===== config.mk =====
export PLATFORM = sky130hd
export DESIGN_NAME = bsls_cell
export DESIGN_NICKNAME = d
export VERILOG_FILES = /design/src/hdl/bsls_pkg.sv /design/src/hdl/bsls_cell.sv
export SDC_FILE = /design/constraint.sdc
export NUM_CORES = 1
export LEC_CHECK = 0
export ABC_AREA = 1
export BUFFER_PORTS_ARGS = -buffer_cell sky130_fd_sc_hd__buf_2
export CORE_MARGIN = 2
export CORE_UTILIZATION = 40
export DETAILED_ROUTE_END_ITERATION = 8
export MAX_ROUTING_LAYER = met4
export PLACE_DENSITY = 0.73
export SYNTH_ARGS = -nofsm -noshare
export SYNTH_HDL_FRONTEND = slang
export SYNTH_SLANG_ARGS = --single-unit
export TNS_END_PERCENT = 50

===== constraint.sdc =====
create_clock -name clk -period 5 [get_ports clk]
set_input_delay 0 -clock clk [delete_from_list [all_inputs] [get_ports clk]]
set_output_delay 0 -clock clk [all_outputs]
set_load 0.05 [all_outputs]

===== src/hdl/bsls_pkg.sv =====
// Package for the bounded sequence list store.
// Holds operation and status codes, the cell control struct and the default sizes.
// No dependencies.
package bsls_pkg;

  localparam int DATA_W    = 32;
  localparam int COUNT_W   = 6;
  localparam int DEPTH_DEF = 32;
  localparam int OP_W      = 3;
  localparam int STATUS_W  = 2;

  typedef enum logic [OP_W-1:0] {
    OP_PUSH_FRONT = 3'd0,
    OP_INS_AFTER  = 3'd1,
    OP_PUSH_BACK  = 3'd2,
    OP_SORTED     = 3'd3,
    OP_POP_FRONT  = 3'd4,
    OP_REMOVE_VAL = 3'd5,
    OP_POP_BACK   = 3'd6,
    OP_DUMP       = 3'd7
  } op_t;

  typedef enum logic [STATUS_W-1:0] {
    ST_OK      = 2'd0,
    ST_FULL    = 2'd1,
    ST_EMPTY   = 2'd2,
    ST_MISSING = 2'd3
  } status_t;

  typedef enum logic {
    S_IDLE = 1'b0,
    S_DUMP = 1'b1
  } state_t;

  // What every cell does with its element in this cycle.
  typedef enum logic [1:0] {
    M_HOLD   = 2'd0,
    M_INSERT = 2'd1,
    M_REMOVE = 2'd2,
    M_ROTATE = 2'd3
  } cell_mode_t;

  // Which comparison marks a cell as a hit.
  typedef enum logic [1:0] {
    H_NONE   = 2'd0,
    H_EQ_REF = 2'd1,
    H_EQ_VAL = 2'd2,
    H_SORT   = 2'd3
  } hit_sel_t;

  typedef struct packed {
    cell_mode_t               mode;
    hit_sel_t                 hit_sel;
    logic                     incl;
    logic                     force_all;
    logic signed [DATA_W-1:0] value;
    logic signed [DATA_W-1:0] reference;
  } cell_ctl_t;

endpackage


===== src/hdl/bsls_cell.sv =====
// One cell of the list chain: holds one element and decides its next value
// from its neighbors and the shared control struct. Depends on bsls_pkg.
module bsls_cell import bsls_pkg::*; (
  input  logic                     clk,
  input  cell_ctl_t                ctl,
  input  logic                     occ,
  input  logic                     tail,
  input  logic                     first,
  input  logic                     t_left,
  input  logic                     f_in,
  input  logic signed [DATA_W-1:0] e_left,
  input  logic signed [DATA_W-1:0] e_right,
  input  logic signed [DATA_W-1:0] e_head,
  output logic signed [DATA_W-1:0] e,
  output logic                     t,
  output logic                     f_out
);

  logic                     hit;
  logic signed [DATA_W-1:0] e_next;

  // The head of a sorted insert goes in front only on a strict compare.
  always_comb begin
    case (ctl.hit_sel)
      H_EQ_REF: hit = occ && (e == ctl.reference);
      H_EQ_VAL: hit = occ && (e == ctl.value);
      H_SORT:   hit = occ && (first ? (ctl.value < e) : (ctl.value <= e));
      default:  hit = 1'b0;
    endcase
  end

  // t is the position thermometer: high when the edit point is at or before this cell.
  assign f_out = f_in | hit;
  assign t     = ctl.force_all | !occ | f_in | (ctl.incl & hit);

  always_comb begin
    case (ctl.mode)
      M_INSERT: e_next = t_left ? e_left : (t ? ctl.value : e);
      M_REMOVE: e_next = t ? e_right : e;
      M_ROTATE: e_next = tail ? e_head : e_right;
      default:  e_next = e;
    endcase
  end

  always_ff @(posedge clk) begin
    e <= e_next;
  end

endmodule

# After elaboration in Yosys (flattened, before gate mapping)
# Cells that the tools add are included.
# word_totals
ff_bits	32
inputBits	172
output_inout_bits	34
elab_cells	31
# op_classes
n_bitwise	5
magnitude_cmp	2
muxes	7
eq_ne	10
reduce_logical	6
# op_table
cell	n
two-way mux 32 bit	4
one-hot mux 32 bit (3 select lines)	1
equality test 32 bit	2
less-or-equal comparator 32 bit	1
less-than comparator 32 bit	1
equality test 2 bit (second input constant)	4
equality test 2 x 1 -> 1 bit (second input constant)	2
OR 1 bit	4
logical AND 1 bit	3
inequality test 3 bit (second input constant)	1
one-hot mux 1 bit (3 select lines)	1
AND reduction 3 bit	1
nonzero test 3 bit	1
inequality test 2 bit (second input constant)	1
AND 1 bit	1
logical NOT 1 bit	1
two-way mux 1 bit	1

# Longest topological paths before layout
# Gate-level depths: netlist of the first run.
# depth
depth_word	9
depth_mapped	22
mapped_depth_nobuf	22

# Worst setup path before layout of the first run
# No wires, ideal clock.
# synth_timing
path_type	reg2reg
startpoint	register e[31]
endpoint	register e[0] (enable)
path_buffers	0
required_ns	4.611
stages_incl_launch_ff	17
setup_ns	0.389
setup_slack_ns	1.670
synth_period_minus_slack_ns	3.330
arrival_time_ns	2.941
cell_sequence	edfxtp_1 inv_1 ha_1 a21oi_1 o21a_2 nand2_1 a21oi_1 nand2_1 nand2_1 nand2_1 nand2_1 nand2_1 nand2_2 nand3_2 nand2_2 nand2_1 nand2_1
# synth_via
elab_chain_len	8
word_cells_on_any_way	14
cone_classes	2 x order compare; 4 x eq/ne; 2 x mux; 2 x bitwise; 4 x reduce/logical
# synth_rtl
element	line	text
from (decl)	bsls_cell.sv:14	output logic signed [DATA_W-1:0] e,
from (signal assigned)	bsls_cell.sv:46	e <= e_next;
less-or-equal comparator 32 bit or less-than comparator 32 bit (tied branches)	bsls_cell.sv:27	H_SORT: hit = occ && (first ? (ctl.value < e) : (ctl.value <= e));
two-way mux 1 bit	bsls_cell.sv:27	
logical AND 1 bit	bsls_cell.sv:27	
one-hot mux 1 bit (3 select lines) (*)	bsls_cell.sv:24	case (ctl.hit_sel)
AND 1 bit (*)	bsls_cell.sv:34	assign t = ctl.force_all | !occ | f_in | (ctl.incl & hit);
OR 1 bit (*)	bsls_cell.sv:34	
named net t	bsls_cell.sv:15	output logic t,
inequality test 3 bit (no source line) or inequality test 2 bit (tied branches)	-	
AND reduction 3 bit (no source line) (*)	-	
# The timed path passes the listed nets; every way through them passes the cells marked *.
# A chain may end at the register's enable or synchronous reset.

# Final worst setup path of the first run
# layout_timing
startpoint	register e[17]
endpoint	register e[21] (enable)
# layout_via
elab_chain_len	8
word_cells_on_any_way	14
cone_classes	2 x order compare; 4 x eq/ne; 2 x mux; 2 x bitwise; 4 x reduce/logical
# layout_rtl
element	line
less-or-equal comparator 32 bit or less-than comparator 32 bit (tied branches)	bsls_cell.sv:27
two-way mux 1 bit	bsls_cell.sv:27
logical AND 1 bit	bsls_cell.sv:27
one-hot mux 1 bit (3 select lines) (*)	bsls_cell.sv:24
AND 1 bit (*)	bsls_cell.sv:34
OR 1 bit (*)	bsls_cell.sv:34
inequality test 3 bit (no source line) or inequality test 2 bit (tied branches)	-
AND reduction 3 bit (no source line) (*)	-
# Mark *: on every way between the ends. The rest lies on a longest branch, timed or not.

==> results.yml, run 1 <==
logic_synthesis:
  synthFlopType: "edfxtp_1"
  syn-num-nets: 688
  synth_seq_cells: 32
  syn_area_per_cell_um2: 7.00
  netlist_instances: 484
  yosys_warnings: 0
  ys_async_sr_fraction_pct: 0
  ys_types: 32
  netlist_area_mm2: 0.00339
  synth_edf_count: 32
  ys_seq_area_share_pct: 28.3
worst_setup_path:
  critPathMaxFanout: 32
  cp.arrival_ns: 2.65
  crit_family: "simple AND/OR/NAND/NOR gates"
  critical_path_class: "register to register"
  max_stage_delay_ns: 0.43
  crit_buf_inv: 2
  worstPathCellList: "inv_1 -> ha_1 -> nand2_1 -> nand2_1 -> nand2_1 -> nand2_1 -> nand2_1 -> nand3_1 -> a21oi_1 -> nand2_1 -> nand2_1 -> nand2_1 -> nand2_1 -> nand2_1 -> nand2_2 -> nand3_2 -> nand2_2 -> nand2_1 -> nand2_1 -> buf_4"
  cpMaxStageDelayCell: "edfxtp_1"
  critPathLaunchType: "register"
  cp-end-kind: "register"
  cp_common_cell: "nand2_1"
  required_ns: 4.94
placement:
  gp_congestion: 0.905
  portBuffers: 205
  dpl_cell_area_mm2: 0.00448
  dp_hpwl_um: 10100
  place_inst: 774
clocking:
  path_clk_slew_ns: 0.07
  cts_max_path_buffers: 2
  cts_sinks: 32
  cts_made_buffers: 5
  insertion_delay_ns: 0.28
  cts_tree: "built"
  cts_setup_buffers: 0
  cts-resized-gates: 0
  holdBufCountCts: 0
  cts.htree.levels: 2
  ctsRootBufferMaster: "clkbuf_8"
finish:
  syn_to_final_growth_pct: 34.5
  nNetsFinal: 880
  fin_util_pct: 55.5
  post_layout_nonfiller_instances: 782
  design_area_mm2: 0.00456
  largest_register: "e"
  biggestRegsByFlops: "e (32)"
  drive_gt1_share_pct: 34.9
  antenna_cells: 0
  largest_register_ffs: 32
detailed_routing:
  vias: 4274
  wl_per_cell_um: 16.5
  firstDrtPassIters: 5
  drcViolationCount: 0
  routed_via_density: 5.47
  drtAntennaViolNets: 0
  drt_iter0_drc: 202
  routed_wirelength_um: 12900
sta:
  maxSlewViolCount: 0
  rsz0062_at_grt: "no"
  setup_viol: 0
  setup_tns_ns: 0
  finalHoldViolations: 0
  skew_ns: 0.00387
  fin_crit_sh_pct: 54.2
  fmax_mhz: 369
  period_needed_ns: 2.71
  worstMarginPinSlew_ns: 1.17
  slew_headroom_pct: 21.8
global_route:
  grt_max_degree: 34
  grt_use_total_pct: 27.8
  grt_pass1_vias: 4003
  grt_pass1_wl_um: 18900
  antenna_found_initial: 0
  grt.overflow.total: 0
pwr:
  switching_share_pct: 44.7
  p_sw_uw: 509
  seqPwrFrac_pct: 33.0
  ir_drop_mv: 0.125
  p_int_uw: 631
  p_comb_share_pct: 49.9
  pwr-share-clk_pct: 17.1
  p_per_area_mw_per_mm2: 250
  leakage_nw: 2.30
min_path:
  hold_path.class: "input pin to register"
die:
  io_pins: 206
  fp.dieW_um: 96.1
  die_area_mm2: 0.00923
  row_count: 33
  die_height_um: 96.1
  floorplan.initialDensity_pct: 41.3
  core_area_mm2: 0.00822
run:
  max-cap-violations: 0
outcome:
  status: "complete, no violations"
## synthesized netlist by cell type, types with 8 or more instances
cell       n  area [µm²]
nand2_1   97         364
inv_1     44         165
clkbuf_1  20        75.1
a21oi_1   17        85.1
ha_1      32         400
nor2_1    78         293
inv_2      8        30.0
edfxtp_1  32         961
o21ai_0   64         320
o221ai_1  29         254
## logic make-up after synthesis
family | synth area share, %
and+or+nand+nor | 24.0
xor gates and xnor gates | 2.33
DFF | 28.3
adders and majority gates | 11.8
buffers and inverters | 8.27
AOI/OAI and AO/OA | 25.3
## power by group through the flow
stage	Combinational, mW	Sequential [mW]	Clock (mW)
5_1_grt	0.620	0.381	0.207
6_report	0.569	0.376	0.195
4_1_cts	0.568	0.376	0.201
3_5_place_dp	0.564	0.382	0
2_1_floorplan	0.231	0.521	0
3_3_place_gp	0.556	0.379	0
## path summary, 6_finish.rpt
check	slack (ns)	end	start	cells after the start
max	2.29	e[21]	e[17]	20
min	0.02	e[4]	e_right[4]	3
max reg2reg	2.29	e[21]	e[17]	20
min reg2reg	1.44	e[30]	e[19]	10
## final cells by class
class	count	area, µm²
Sequential cell	32	961
Clock inverter	1	3.75
Timing Repair Buffer	207	1040
Multi-Input combinational cell	378	2150
Tap cell	105	131
Clock buffer	7	76.3
Inverter	52	195
Fill cell	838	3660
## through the flow
stage | power [mW] | hold WS [ns] | setup WS (ns)
finish | 1.14 | 0.0161 | 2.29
global route | 1.21 | 0.0196 | 2.07
CTS | 1.15 | 0.00216 | 2.29
detailed placement | 0.946 | 0.303 | 2.32
global placement | 0.935 | 0.301 | 2.34
floorplan | 0.752 | 0.199 | 1.67
## per-layer routing
layer  GRT usage [%]  routed length, µm  vias up
met5               -                  0        -
met4            9.88                283        0
met3            3.99                978       27
met2            46.3               6340      202
met1            34.3               5280     1978
li1                -                  -     2067
## worst reg2reg max path, delay by kind of cell, from the launching register on
kind	cells	cell delay, ns
adders and majority gates	1	0.26
and+or+nand+nor	16	0.93
buffers and inverters	2	0.54
AOI/OAI and AO/OA	1	0.18
DFF	1	0.43
## layout by cell type (no fill, tap or decap), types with 4 or more instances in the layout
cell type and instances:
nand2_2 6, nor2_2 4, o22ai_1 6, clkbuf_8 5
buf_2 205, nand2_1 97, edfxtp_1 32, nand3_1 6
nor2_1 77, ha_1 32, o221ai_1 29, o21ai_0 64
a21oi_1 17, xnor2_1 5, inv_1 44, inv_2 8
xor2_1 4, a211oi_1 5
(Power assumes the default switching activity.)
==> run 2, diff against run 1 <==
ABC_AREA = 0   (was 1)
CORE_UTILIZATION = 39   (was 40)
PLACE_DENSITY = 0.76   (was 0.73)
clock period = 2.19 ns   (was 5 ns; I/O delays follow)
==> run 2 against run 1 <==
The run now ends with negative setup slack left. Maximum frequency down 11%. Non-clock buffer count rose by 59. Largest power group unchanged. Combinational power up 130%. Die area decreased by 2.4%. Count of clock-buffer cells in the layout stayed put. Synthesized area fell by 4.9%. Sequential power increased by 110%. Via count fell by 14%. Largest cell class unchanged. Critical path depth shrank 9. Flip-flop and latch count stayed put. Critical path type unchanged. Sequential share of layout area down 2.3 points.
==> results.yml, run 2 <==
outcome:
  status: "finished with violations"
  violations: "negative setup slack"
sta:
  setup_tns_ns: -27.85
  finalHoldViolations: 0
  rsz0062_at_grt: "yes"
  hold_slack_ns: 0.0608
  skew_ns: 0.00653
  period_needed_ns: 3.04
  worstMarginPinSlew_ns: 0.666
  worst_slack_ns: -0.850
  slew_headroom_pct: 55.6
  fmax_mhz: 329
  maxSlewViolCount: 0
  setup_viol: 34
  fin_crit_sh_pct: 139
clocking:
  path_clk_slew_ns: 0.07
  cts_made_buffers: 5
  insertion_delay_ns: 0.29
  ctsRootBufferMaster: "clkbuf_8"
  cts_max_path_buffers: 2
  cts_sinks: 32
  cts_tree: "built"
  cts.htree.levels: 2
  holdBufCountCts: 0
global_route:
  grt_pass1_wl_um: 16800
  grt.overflow.total: 0
  grt_max_degree: 37
  grt_pass1_vias: 3660
  grt_use_total_pct: 25.1
  antenna_found_initial: 0
detailed_routing:
  drt_iter0_drc: 141
  drtAntennaViolNets: 0
  firstDrtPassIters: 4
  routed_via_density: 5.17
  drcViolationCount: 0
  routed_wirelength_um: 11700
  vias: 3689
  wl_per_cell_um: 16.3
logic_synthesis:
  synth_seq_cells: 32
  yosys_warnings: 0
  ys_top_cells_by_count: "a21oi_1 (40), inv_1 (33), mux2i_1 (33)"
  synthTopCellsByArea: "edfxtp_1 (30%), ha_1 (12%), mux2i_1 (10%)"
  synth_edf_count: 32
  yosys.area.top_type: "edfxtp_1"
  ys_async_sr_fraction_pct: 0
  synth.most_common_cell: "a21oi_1"
  netlist_area_mm2: 0.00322
  ys_types: 34
  synthFlopType: "edfxtp_1"
  ys_seq_area_share_pct: 29.8
  syn_area_per_cell_um2: 9.23
  synth_top_area_share_pct: 29.8
  netlist_instances: 349
  syn-num-nets: 553
placement:
  gp_congestion: 0.837
  dp_slack_ns: -0.886
  portBuffers: 205
  dp_hpwl_um: 9240
finish:
  fillerInstances: 736
  multiInputGateArea_mm2: 0.00230
  regArea_um2: 961
  drive_gt1_share_pct: 49.9
  final_common_cell: "buf_2"
  antenna_cells: 0
  biggestRegsByFlops: "e (32)"
  largest_register_ffs: 32
  final_cell_mix: "buf_2 (203), buf_4 (59), a21oi_1 (40)"
  largest_register: "e"
  nNetsFinal: 812
  syn_to_final_growth_pct: 58.5
pwr:
  total_power_mw: 2.53
  leakage_nw: 2.56
  p_per_area_mw_per_mm2: 496
  ir_drop_mv: 0.238
worst_setup_path:
  crit_family: "compound AO/OA/AOI/OAI gates"
  worstPathCellList: "inv_2 -> ha_4 -> nand4_1 -> nor2_1 -> a221o_1 -> or3_4 -> a21oi_4 -> mux2i_2 -> o41a_1 -> buf_4 -> o22a_4"
  critPathLaunchType: "register"
  critPathMaxFanout: 8
  required_ns: 2.22
  max_stage_delay_ns: 0.47
  cpMaxStageDelayCell: "o41a_1"
  critical_path_class: "register to register"
  cp.arrival_ns: 3.07
  cp-end-kind: "register"
  crit_buf_inv: 2
die:
  row_count: 33
  io_pins: 206
  die_height_um: 94.9
  core_area_mm2: 0.00809
  floorplan.initialDensity_pct: 39.8
  fp.dieW_um: 94.9
  die_area_mm2: 0.00900
run:
  max-cap-violations: 0
min_path:
  hold_path.class: "input pin to register"
## run 2: logic make-up (layout without fill, tap and decap cells)
| family | count (synthesis) | after routing | share of synthesized area, % |
|---|---|---|---|
| simple gates | 75 | 75 | 13.6 |
| mux | 33 | 33 | 10.3 |
| buf+inv | 50 | 307 | 5.83 |
| compound gates | 97 | 100 | 19.9 |
| xor+xnor | 30 | 30 | 8.16 |
| fa+ha+maj | 32 | 32 | 12.4 |
| flops | 32 | 32 | 29.8 |
## run 2: worst register-to-register path: stages (launching register included)
cell	delay, ns
edfxtp_1	0.42
inv_2	0.09
ha_4	0.20
nand4_1	0.21
nor2_1	0.07
a221o_1	0.31
or3_4	0.34
a21oi_4	0.15
mux2i_2	0.09
o41a_1	0.47
buf_4	0.17
o22a_4	0.26
## run 2: timing repair
item	in CTS	in global routing
pin swaps	3	9
hold endpoints to repair	0	0
setup buffers	3	6
gates resized for setup	12	13
endpoints found under the setup margin	34	34
cloned	3	0
## run 2: layout make-up
| type | instances | area share (%) |
|---|---|---|
| Timing Repair Buffer | 266 | 29.6 |
| Tap cell | 105 | 2.57 |
| Clock inverter | 1 | 0.0735 |
| Clock buffer | 7 | 1.49 |
| Multi-Input combinational cell | 270 | 45.0 |
| Sequential cell | 32 | 18.8 |
| Inverter | 33 | 2.43 |
## run 2: worst paths after layout
kind / cells past startpoint / end / slack, ns / startpoint
max: 11 / e[24] / -0.85 / e[10]
min: 3 / e[15] / 0.06 / e_left[15]
max reg2reg: 11 / e[24] / -0.85 / e[10]
min reg2reg: 9 / e[6] / 1.67 / e[31]
## run 2: layer usage
layer | global-route usage [%] | routed length (µm) | share of wire (%)
met3 | 3.83 | 740 | 6.3
met4 | 6.40 | 214 | 1.8
met1 | 28.2 | 4700 | 40
met2 | 46.2 | 6020 | 52
met5 | - | 0 | 0
## run 2: metrics by stage
stage / instance area [µm²] / instances / utilization [%]
after floorplan: 3270 / 349 / -
after global placement: 4770 / 694 / 58.9
after detailed placement: 4770 / 694 / 58.9
after CTS: 4960 / 708 / 61.2
after global routing: 5110 / 714 / 63.1
final: 5110 / 714 / 63.1
## run 2: where the power goes
group	switching (mW)	internal, mW	total, mW
sequential	0.0375	0.759	0.797
clock	0.225	0.221	0.446
combinational	0.719	0.570	1.29
total	0.981	1.55	2.53
